==> src/hdl/linear_gradient_color_interpolator_macros.svh <==
// Assertion macros for the linear gradient color interpolator.
`ifndef LINEAR_GRADIENT_COLOR_INTERPOLATOR_MACROS_SVH
`define LINEAR_GRADIENT_COLOR_INTERPOLATOR_MACROS_SVH
`ifndef SYNTH
// Implication checked at every clock edge outside reset.
`define LGCI_ASSERT(lbl, prop, msg) \
  lbl: assert property (@(posedge clk) disable iff (!rst_n) prop) else $error(msg);
// Same check, also active during reset.
`define LGCI_ASSERT_ALWAYS(lbl, prop, msg) \
  lbl: assert property (@(posedge clk) prop) else $error(msg);
`else
`define LGCI_ASSERT(lbl, prop, msg)
`define LGCI_ASSERT_ALWAYS(lbl, prop, msg)
`endif
`endif

==> src/hdl/lgci_pkg.sv <==
// Shared types and constants of the linear gradient color interpolator.
package lgci_pkg;

  localparam int CH_W        = 8;
  localparam int POS_W       = 12;
  localparam int SPAN_W      = 13;
  localparam int PROD_W      = CH_W + POS_W;
  localparam int LANES       = 4;
  localparam int MAX_SPAN_DEF = 4096;
  localparam int ADDR_W      = 4;

  // Register indexes on the configuration port (byte address / 4).
  typedef enum logic [1:0] {
    REG_START = 2'd0,
    REG_END   = 2'd1,
    REG_SPAN  = 2'd2,
    REG_NONE  = 2'd3
  } reg_idx_t;

  // Lane order follows byte position in the packed color.
  localparam int LANE_BLUE  = 0;
  localparam int LANE_GREEN = 1;
  localparam int LANE_RED   = 2;
  localparam int LANE_ALPHA = 3;

  // One channel moving through the divider chain.
  typedef struct packed {
    logic [SPAN_W-1:0] rem;   // partial remainder
    logic [PROD_W-1:0] num;   // dividend bits shifting out, quotient bits in
    logic              neg;   // end byte below start byte
    logic [CH_W-1:0]   base;  // start byte
  } lane_t;

  typedef lane_t [LANES-1:0] lanes_t;

endpackage

==> src/hdl/lgci_out_skid.sv <==
// Output register with one skid entry; its full flag stalls the chain.
module lgci_out_skid
  import lgci_pkg::*;
(
  input  logic                clk,
  input  logic                rst_n,
  input  logic                push_valid,
  input  logic [4*CH_W-1:0]   push_data,
  output logic                chain_en,
  output logic                out_valid,
  output logic [4*CH_W-1:0]   out_data,
  input  logic                out_ready
);

  logic              out_v_r;
  logic              out_v_nxt;
  logic [4*CH_W-1:0] out_d_r;
  logic [4*CH_W-1:0] out_d_nxt;
  logic              skid_v_r;
  logic              skid_v_nxt;
  logic [4*CH_W-1:0] skid_d_r;
  logic [4*CH_W-1:0] skid_d_nxt;
  logic              push;

  assign chain_en = !skid_v_r;
  assign push     = push_valid && chain_en;

  // Output held while stalled; skid catches the one transfer in flight
  always_comb begin
    out_v_nxt  = out_v_r;
    out_d_nxt  = out_d_r;
    skid_v_nxt = skid_v_r;
    skid_d_nxt = skid_d_r;
    if (out_v_r && !out_ready) begin
      if (push) begin
        skid_v_nxt = 1'b1;
        skid_d_nxt = push_data;
      end
    end else if (skid_v_r) begin
      out_v_nxt  = 1'b1;
      out_d_nxt  = skid_d_r;
      skid_v_nxt = 1'b0;
    end else begin
      out_v_nxt = push;
      out_d_nxt = push_data;
    end
  end

  always_ff @(posedge clk) begin
    if (!rst_n) begin
      out_v_r  <= 1'b0;
      skid_v_r <= 1'b0;
    end else begin
      out_v_r  <= out_v_nxt;
      skid_v_r <= skid_v_nxt;
    end
  end

  always_ff @(posedge clk) begin
    out_d_r  <= out_d_nxt;
    skid_d_r <= skid_d_nxt;
  end

  assign out_valid = out_v_r;
  assign out_data  = out_d_r;

endmodule

==> config.mk <==
export PLATFORM = sky130hd
export DESIGN_NAME = lgci_out_skid
export DESIGN_NICKNAME = d
export VERILOG_FILES = /design/src/hdl/linear_gradient_color_interpolator_macros.svh /design/src/hdl/lgci_pkg.sv /design/src/hdl/lgci_out_skid.sv
export SDC_FILE = /design/constraint.sdc
export NUM_CORES = 1
export LEC_CHECK = 0
export BUFFER_PORTS_ARGS = -buffer_cell sky130_fd_sc_hd__buf_2
export CAP_MARGIN = 40
export CORE_MARGIN = 3
export CORE_UTILIZATION = 55
export DETAILED_ROUTE_END_ITERATION = 7
export PLACE_DENSITY = 0.83
export SLEW_MARGIN = 20
export SYNTH_ARGS = -nofsm -noshare
export SYNTH_HDL_FRONTEND = slang
export SYNTH_SLANG_ARGS = --single-unit
==> constraint.sdc <==
create_clock -name clk -period 6.25 [get_ports clk]
set_input_delay 0.625 -clock clk [delete_from_list [all_inputs] [get_ports clk]]
set_output_delay 0.625 -clock clk [all_outputs]
set_load 0.02 [all_outputs]
==> reports/metrics.yaml <==
run_status: "finished, final reports clean"
rsz0062_at_grt: "no"
area.growth.synth_to_final_pct: 22.62
diodes: 0
holdBufCountCts: 0
min_path_type: "in2reg"
syn_avg_cell_area_sq_um: 23.51
overflow: 0
rows: 24
slew_headroom: 0.6667
drc: 0
critPathKind: "in2reg"
antenna_found_initial: 0
netlist_area_sq_um: 2539
critical_path.slowest_cell: "nor3b_2"
hold_ws_ns: 0.4806
die_y_um: 73.94
crit_fanout: 26
gp_congestion: 0.6407
fin_crit_sh: 0.3362
maxCapViolCount: 0
drt_wl_total_um: 4273
critPathLaunchType: "input pin"
drt_first_iter_violations: 72
fmaxAchievable_mhz: 475.9
layout_common_cells: "69 x buf_2, 64 x edfxtp_1, 27 x mux2_4"
numClockSinks: 66
numCtsBuffers: 9
ys_seq_area_frac: 0.7728
p_leak_nw: 1.239
synth_top_area_frac: 0.7570
drv_slew: 0
final_area_sq_um: 3113
hold_viol_final: 0
nFillCells: 284
setup_viol_count_final: 0
end_kind: "flop"
path_delay_family: "simple AND/OR/NAND/NOR gates"
htree_levels: 3
seqCellArea_sq_um: 1963
wl_per_cell_um: 17.44
grt_pass1_wl_um: 6299
coreArea_sq_um: 4414
drtPass1Iterations: 4
grt_util_all_layers: 0.1623
clk_path_buf_depth: 2
grt_pass1_vias: 1275
pre_cts_ws_ns: 3.593
root_buffer: "clkbuf_8"
syn_nets: 144
multi_input_comb_area_sq_um: 509.2
crit_buf_inv: 3
cp_slowest_stage_delay_ns: 0.46
cts_resized: 0
via_count: 1254
irDropWorstVdd_uv: 156.5
layout_commonest_cell: "buf_2"
yosys.area.top_type: "edfxtp_1"
synthTopCellsByArea: "edfxtp_1 76%, mux2_4 16%, buf_12 2.4%"
ant_nets: 0
dieArea_sq_um: 5467
skew_ns: 0.007014
synthCells: 108
placed_area_sq_um: 2925
io_buffers: 69
timing.final.crit_period_ns: 2.101
fin_util: 0.7052
avgViaCountPerCell: 5.118
start_util: 0.5751
yosysUniqueCellTypes: 12
synth-warning-count: 0
p_per_area_nw_per_um2: 288.9
fp.dieW_um: 73.94
synth_seq_cells: 66
cts_setup_buffers: 0
setup_tns_ns: 0
cts_tree: "done"
setup_ws_ns: 4.149
fin_nets: 224
clk_pin_slew_ns: 0.07
drive_gt1_frac: 0.6218
cp_data_required_time_ns: 6.26
tightest_slew_ns: 0.5000
crit_chain: "buf_2, nand2b_2, buf_16, nor3b_2, buf_4"
io_pins: 70
insertion_delay_ns: 0.33
hpwl_um: 2903
grt_max_degree: 36
worstPathArrival_ns: 2.12
==> synthesized netlist by cell type <==
master    number
a21boi_0       1
buf_12         3
dfxtp_1        2
mux2_2         5
edfxtp_1      64
nand2b_1       1
buf_6          1
mux2_4        27
nor3b_1        1
nor3b_2        1
inv_1          1
nor2_2         1
==> state kept, by name, indices dropped and copies added (netlist names) <==
register	cells
out_data	32
skid_d_r	32
out_valid	1
skid_v_r	1
==> worst register-to-register path: stages, from the launching register on <==
cell      delay [ns]
dfxtp_1         0.34
nand2b_2        0.21
buf_16          0.25
nor3b_2         0.46
buf_4           0.36
==> through the flow <==
stage | cells | total power [mW]
after floorplan | 108 | 0.5759
after global placement | 226 | 0.6051
after detailed placement | 228 | 0.6099
after CTS | 244 | 0.9070
after global routing | 245 | 0.9326
final | 245 | 0.8993
==> logic make-up (layout without fill, tap and decap cells) <==
group	after synthesis	count (layout)	share of synthesized area
and+or+nand+nor	4	4	0.01282
DFF	66	66	0.7728
buffers and inverters	5	90	0.02957
muxes	32	32	0.1819
AOI/OAI and AO/OA	1	1	0.002958
==> routing by layer <==
metal | global-route usage | up-vias | routed length [um]
li1 | - | 587 | -
met2 | 0.2461 | 47 | 2098
met1 | 0.2059 | 612 | 1814
met5 | 0 | - | 0
met4 | 0.08451 | 0 | 73
met3 | 0.05946 | 8 | 286
==> final cells by class <==
type | instances | share of cell area
clock inverter | 1 | 0.001206
multi-input combinational | 37 | 0.1636
inverter | 1 | 0.001206
timing repair buffer | 73 | 0.1322
tap | 52 | 0.02090
clock buffer | 15 | 0.05024
sequential | 66 | 0.6306
==> where the power goes <==
group	leakage, nW	internal, mW	switching, mW
registers	0.639	0.510	0.00661
logic	0.520	0.0385	0.0460
clock network	0.0794	0.154	0.143
total	1.24	0.703	0.196
==> final timing paths <==
check                  to  slack (ns)  cells past startpoint     startpoint
max reg2reg  skid_d_r[17]        4.30                      4      out_valid
max          skid_d_r[17]        4.15                      5      out_ready
min reg2reg  out_data[29]        0.55                      1   skid_d_r[29]
min          skid_d_r[20]        0.48                      1  push_data[20]
No activity file was read; power rests on OpenSTA's default activity.
