--- src/hdl/linear_gradient_color_interpolator_macros.svh ---
// Assertion macros for the linear gradient color interpolator.
`ifndef LINEAR_GRADIENT_COLOR_INTERPOLATOR_MACROS_SVH
`define LINEAR_GRADIENT_COLOR_INTERPOLATOR_MACROS_SVH
`ifndef SYNTH
// Implication checked at every clock edge outside reset.
`define LGCI_ASSERT(lbl, prop, msg) \
  lbl: assert property (@(posedge clk) disable iff (!rst_n) prop) else $error(msg);
// Same check, also active during reset.
`define LGCI_ASSERT_ALWAYS(lbl, prop, msg) \
  lbl: assert property (@(posedge clk) prop) else $error(msg);
`else
`define LGCI_ASSERT(lbl, prop, msg)
`define LGCI_ASSERT_ALWAYS(lbl, prop, msg)
`endif
`endif

--- src/hdl/lgci_pkg.sv ---
// Shared types and constants of the linear gradient color interpolator.
package lgci_pkg;

  localparam int CH_W        = 8;
  localparam int POS_W       = 12;
  localparam int SPAN_W      = 13;
  localparam int PROD_W      = CH_W + POS_W;
  localparam int LANES       = 4;
  localparam int MAX_SPAN_DEF = 4096;
  localparam int ADDR_W      = 4;

  // Register indexes on the configuration port (byte address / 4).
  typedef enum logic [1:0] {
    REG_START = 2'd0,
    REG_END   = 2'd1,
    REG_SPAN  = 2'd2,
    REG_NONE  = 2'd3
  } reg_idx_t;

  // Lane order follows byte position in the packed color.
  localparam int LANE_BLUE  = 0;
  localparam int LANE_GREEN = 1;
  localparam int LANE_RED   = 2;
  localparam int LANE_ALPHA = 3;

  // One channel moving through the divider chain.
  typedef struct packed {
    logic [SPAN_W-1:0] rem;   // partial remainder
    logic [PROD_W-1:0] num;   // dividend bits shifting out, quotient bits in
    logic              neg;   // end byte below start byte
    logic [CH_W-1:0]   base;  // start byte
  } lane_t;

  typedef lane_t [LANES-1:0] lanes_t;

endpackage

--- src/hdl/lgci_div_cell.sv ---
// One restoring-division cell: retires one quotient bit for every lane.
module lgci_div_cell
  import lgci_pkg::*;
(
  input  logic              clk,
  input  logic              rst_n,
  input  logic              en,
  input  logic [SPAN_W-1:0] divisor,
  input  logic              in_valid,
  input  lanes_t            in_lanes,
  output logic              out_valid,
  output lanes_t            out_lanes
);

  logic   valid_r;
  lanes_t lanes_r;
  lanes_t lanes_nxt;

  // Shift in the next dividend bit, subtract when it fits
  always_comb begin
    logic [SPAN_W:0] trial;
    logic            fits;
    lanes_nxt = in_lanes;
    for (int i = 0; i < LANES; i++) begin
      trial = {in_lanes[i].rem, in_lanes[i].num[PROD_W-1]};
      fits  = (trial >= {1'b0, divisor});
      if (fits) begin
        lanes_nxt[i].rem = SPAN_W'(trial - {1'b0, divisor});
      end else begin
        lanes_nxt[i].rem = trial[SPAN_W-1:0];
      end
      lanes_nxt[i].num = {in_lanes[i].num[PROD_W-2:0], fits};
    end
  end

  always_ff @(posedge clk) begin
    if (!rst_n) begin
      valid_r <= 1'b0;
    end else if (en) begin
      valid_r <= in_valid;
    end
  end

  always_ff @(posedge clk) begin
    if (en) begin
      lanes_r <= lanes_nxt;
    end
  end

  assign out_valid = valid_r;
  assign out_lanes = lanes_r;

endmodule

--- config.mk ---
export PLATFORM = sky130hd
export DESIGN_NAME = lgci_div_cell
export DESIGN_NICKNAME = d
export VERILOG_FILES = /design/src/hdl/linear_gradient_color_interpolator_macros.svh /design/src/hdl/lgci_pkg.sv /design/src/hdl/lgci_div_cell.sv
export SDC_FILE = /design/constraint.sdc
export NUM_CORES = 1
export LEC_CHECK = 0
export BUFFER_PORTS_ARGS = -buffer_cell sky130_fd_sc_hd__buf_2
export CAP_MARGIN = 30
export CORE_AREA = 2 2 136 138
export DETAILED_ROUTE_END_ITERATION = 8
export DIE_AREA = 0 0 138 140
export GPL_TIMING_DRIVEN = 0
export PLACE_DENSITY = 0.85
export RECOVER_POWER = 50
export SETUP_SLACK_MARGIN = 0.1
export SYNTH_ARGS = -nofsm -noshare
export SYNTH_HDL_FRONTEND = slang
export SYNTH_SLANG_ARGS = --single-unit
--- constraint.sdc ---
create_clock -name clk -period 6.3 [get_ports clk]
set_input_delay 1.575 -clock clk [delete_from_list [all_inputs] [get_ports clk]]
set_output_delay 1.575 -clock clk [all_outputs]
set_load 0.02 [all_outputs]
==> results.py <==
metrics = {
    "detailed_routing": {
        "ant_nets": 0,
        "drt_iter0_drc": 537,
        "drt_pass1_iterations": 7,
        "wl_um": 25200,
        "wire_per_inst_um": 21.2,
        "drc": 0,
        "viasPerCell": 5.32,
        "num_vias": 6314,
    },
    "clock_network": {
        "cts_buffers": 17,
        "cts_sinks": 169,
        "cts.clk_slew.worst_paths_ps": 70,
        "htreeDepth": 4,
        "cts_resized": 0,
        "cts_setup_buffers": 0,
        "cts_root_buf": "clkbuf_16",
        "ctsLongestPathBuffers": 2,
        "insertion_delay_ps": 420,
        "cts_hold_buf": 0,
        "cts_tree": "yes",
    },
    "placement": {
        "place.gp.congestion": 0.883,
        "pre_cts_ws_ps": 1790,
        "portBuffers": 353,
        "dp_hpwl_um": 19400,
    },
    "worst_setup_path": {
        "reg2regPathDepth": 2,
        "slowest_delay_ps": 2650,
        "cp_data_arrival_time_ps": 5040,
        "crit_path_end_kind": "flip-flop",
        "crit_required_ps": 6610,
        "crit_path_max_fanout": 101,
        "timing.critical_path.buf_inv": 2,
        "worstPathCellList": "clkbuf_1 > buf_16 > mux2i_1 > nor2b_1",
        "cp.depth": 4,
        "cp_slowest_cell": "clkbuf_1",
        "crit_path_start_kind": "input pin",
        "cp_top_family": "buffers and inverters",
        "crit_type": "in2reg",
    },
    "sta": {
        "max_clock_freq_ghz": 0.212,
        "slew_headroom": -1.57,
        "period_share": 0.750,
        "slew_violations": 69,
        "hold_ws_ps": 539,
        "fin_worst_skew_ps": 0,
        "finalSetupTns_ps": 0,
        "setup_viol": 0,
        "rsz0062_at_grt": "false",
        "worst_pin_slew_ps": 3860,
        "worst_slack_ps": 1570,
        "hold_viol_final": 0,
        "min_period_ps": 4730,
    },
    "finish": {
        "nNetsFinal": 1184,
        "multi_input_area_um2": 2860,
        "ff_latch_area_um2": 5060,
        "drive_above_1_share": 0.446,
        "synthToLayoutAreaGrowth_pct": 33.1,
        "nFillCells": 1392,
        "final_util": 0.604,
    },
    "floorplanning": {
        "initial_core_util": 0.453,
        "die_x_um": 138,
        "io_pins": 354,
        "core-area_um2": 17800,
        "rows": 49,
        "die_h_um": 140,
        "dieArea_um2": 19300,
    },
    "run_status": {
        "status": "finished with violations",
        "violations": "capacitance limit, slew limit",
    },
    "yosys": {
        "yosysMostFrequentCell": "edfxtp_1",
        "synth_cells": 570,
        "seq_area_frac_synth": 0.628,
        "syn_nets": 811,
        "synthArstFlopShare": 0,
        "netlist_area_um2": 8060,
        "synth-main-ff-cell": "edfxtp_1",
        "postSynthAreaPerCell_um2": 14.1,
        "synthTopCellsByCount": "edfxtp_1 (168), ha_1 (52), a21oi_1 (42)",
        "synth-seq-cells": 169,
        "yosys.area.top_type_share": 0.626,
        "synth_top_area_cell": "edfxtp_1",
        "ys_warn_count": 0,
        "synth_cell_types": 53,
        "synth_area_leaders": "edfxtp_1 (63%), ha_1 (8.1%), mux2_2 (3.9%), a21oi_1 (2.6%), xnor2_1 (1.8%)",
        "synth_edf_count": 168,
    },
    "pwr": {
        "ir_worst_vdd_v": 0.000248,
        "design_power_total_w": 0.00314,
        "p_per_area_nw_per_um2": 293,
        "power_leakage_nw": 4.72,
    },
    "run": {
        "cap_violations": 1,
    },
    "global_routing": {
        "track_usage": 0.251,
        "grt_pass1_vias": 6140,
        "grt_remaining_overflow": 0,
        "antenna_found_initial": 2,
        "grt_pass1_wl_um": 36000,
        "grt_max_degree": 102,
    },
    "hold_path": {
        "hp-class": "reg2reg",
        "hold-path-cell-count": 2,
    },
}
## placed cells by master, fill, tap and decap left out, drive strengths merged, types with 8 or more instances in the layout
| cell type | count |
|---|---|
| nand2 | 20 |
| mux2 | 35 |
| nor3 | 8 |
| o21ai | 33 |
| ha | 52 |
| nor2b | 11 |
| clkinv | 8 |
| clkbuf | 24 |
| xor2 | 17 |
| o21a | 11 |
| buf | 355 |
| a21oi | 43 |
| xnor2 | 17 |
| nor2 | 35 |
| edfxtp | 168 |
| mux2i | 9 |
| inv | 31 |
## through the flow
step	cells	cell area [um2]
2_1_floorplan	570	8060
3_3_place_gp	1152	10100
3_5_place_dp	1153	10200
4_1_cts	1184	10700
5_1_grt	1184	10700
6_report	1187	10700
## worst register-to-register path, stage by stage, from the launching register on
cell and delay [ps]:
dfxtp_1 320, mux2i_1 130, nor2b_1 60
## layout make-up
class	instances	share of cell area
clock buffer	17	0.0396
inverter	25	0.00875
tap	229	0.0267
buffer	8	0.00420
timing repair buffer	354	0.167
clock inverter	14	0.0147
multi-input combinational	368	0.266
sequential	169	0.472
antenna	3	0.000700
## per-layer routing
layer,track usage,routed length [um]
met3,0.0879,2470
met2,0.405,12000
met5,0,0
met1,0.306,9590
met4,0.112,1090
## power breakdown
| group | switching (W) | internal [W] |
|---|---|---|
| logic | 0.000433 | 0.000277 |
| clock network | 0.000496 | 0.000530 |
| registers | 0.0000280 | 0.00138 |
## worst paths after layout
check	from	to	slack [ps]
max	en	out_valid	1570
min	out_valid	out_valid	540
max reg2reg	out_valid	out_valid	5700
min reg2reg	out_valid	out_valid	540
## logic make-up (layout without fill, tap and decap cells)
logic type | Yosys count | in the layout | share of synthesized area
AND/OR/NAND/NOR | 108 | 108 | 0.0660
flip-flops | 169 | 169 | 0.628
XOR/XNOR | 34 | 34 | 0.0369
AO/OA/AOI/OAI | 126 | 126 | 0.0978
buffers and inverters | 33 | 418 | 0.0172
multiplexers | 44 | 44 | 0.0633
other | 0 | 3 | 0
adder cells (fa/ha/maj) | 56 | 56 | 0.0906
## registers in the layout (all words and copies together) (netlist names)
name / cells
out_lanes: 168
out_valid: 1
(Power assumes the default switching activity.)
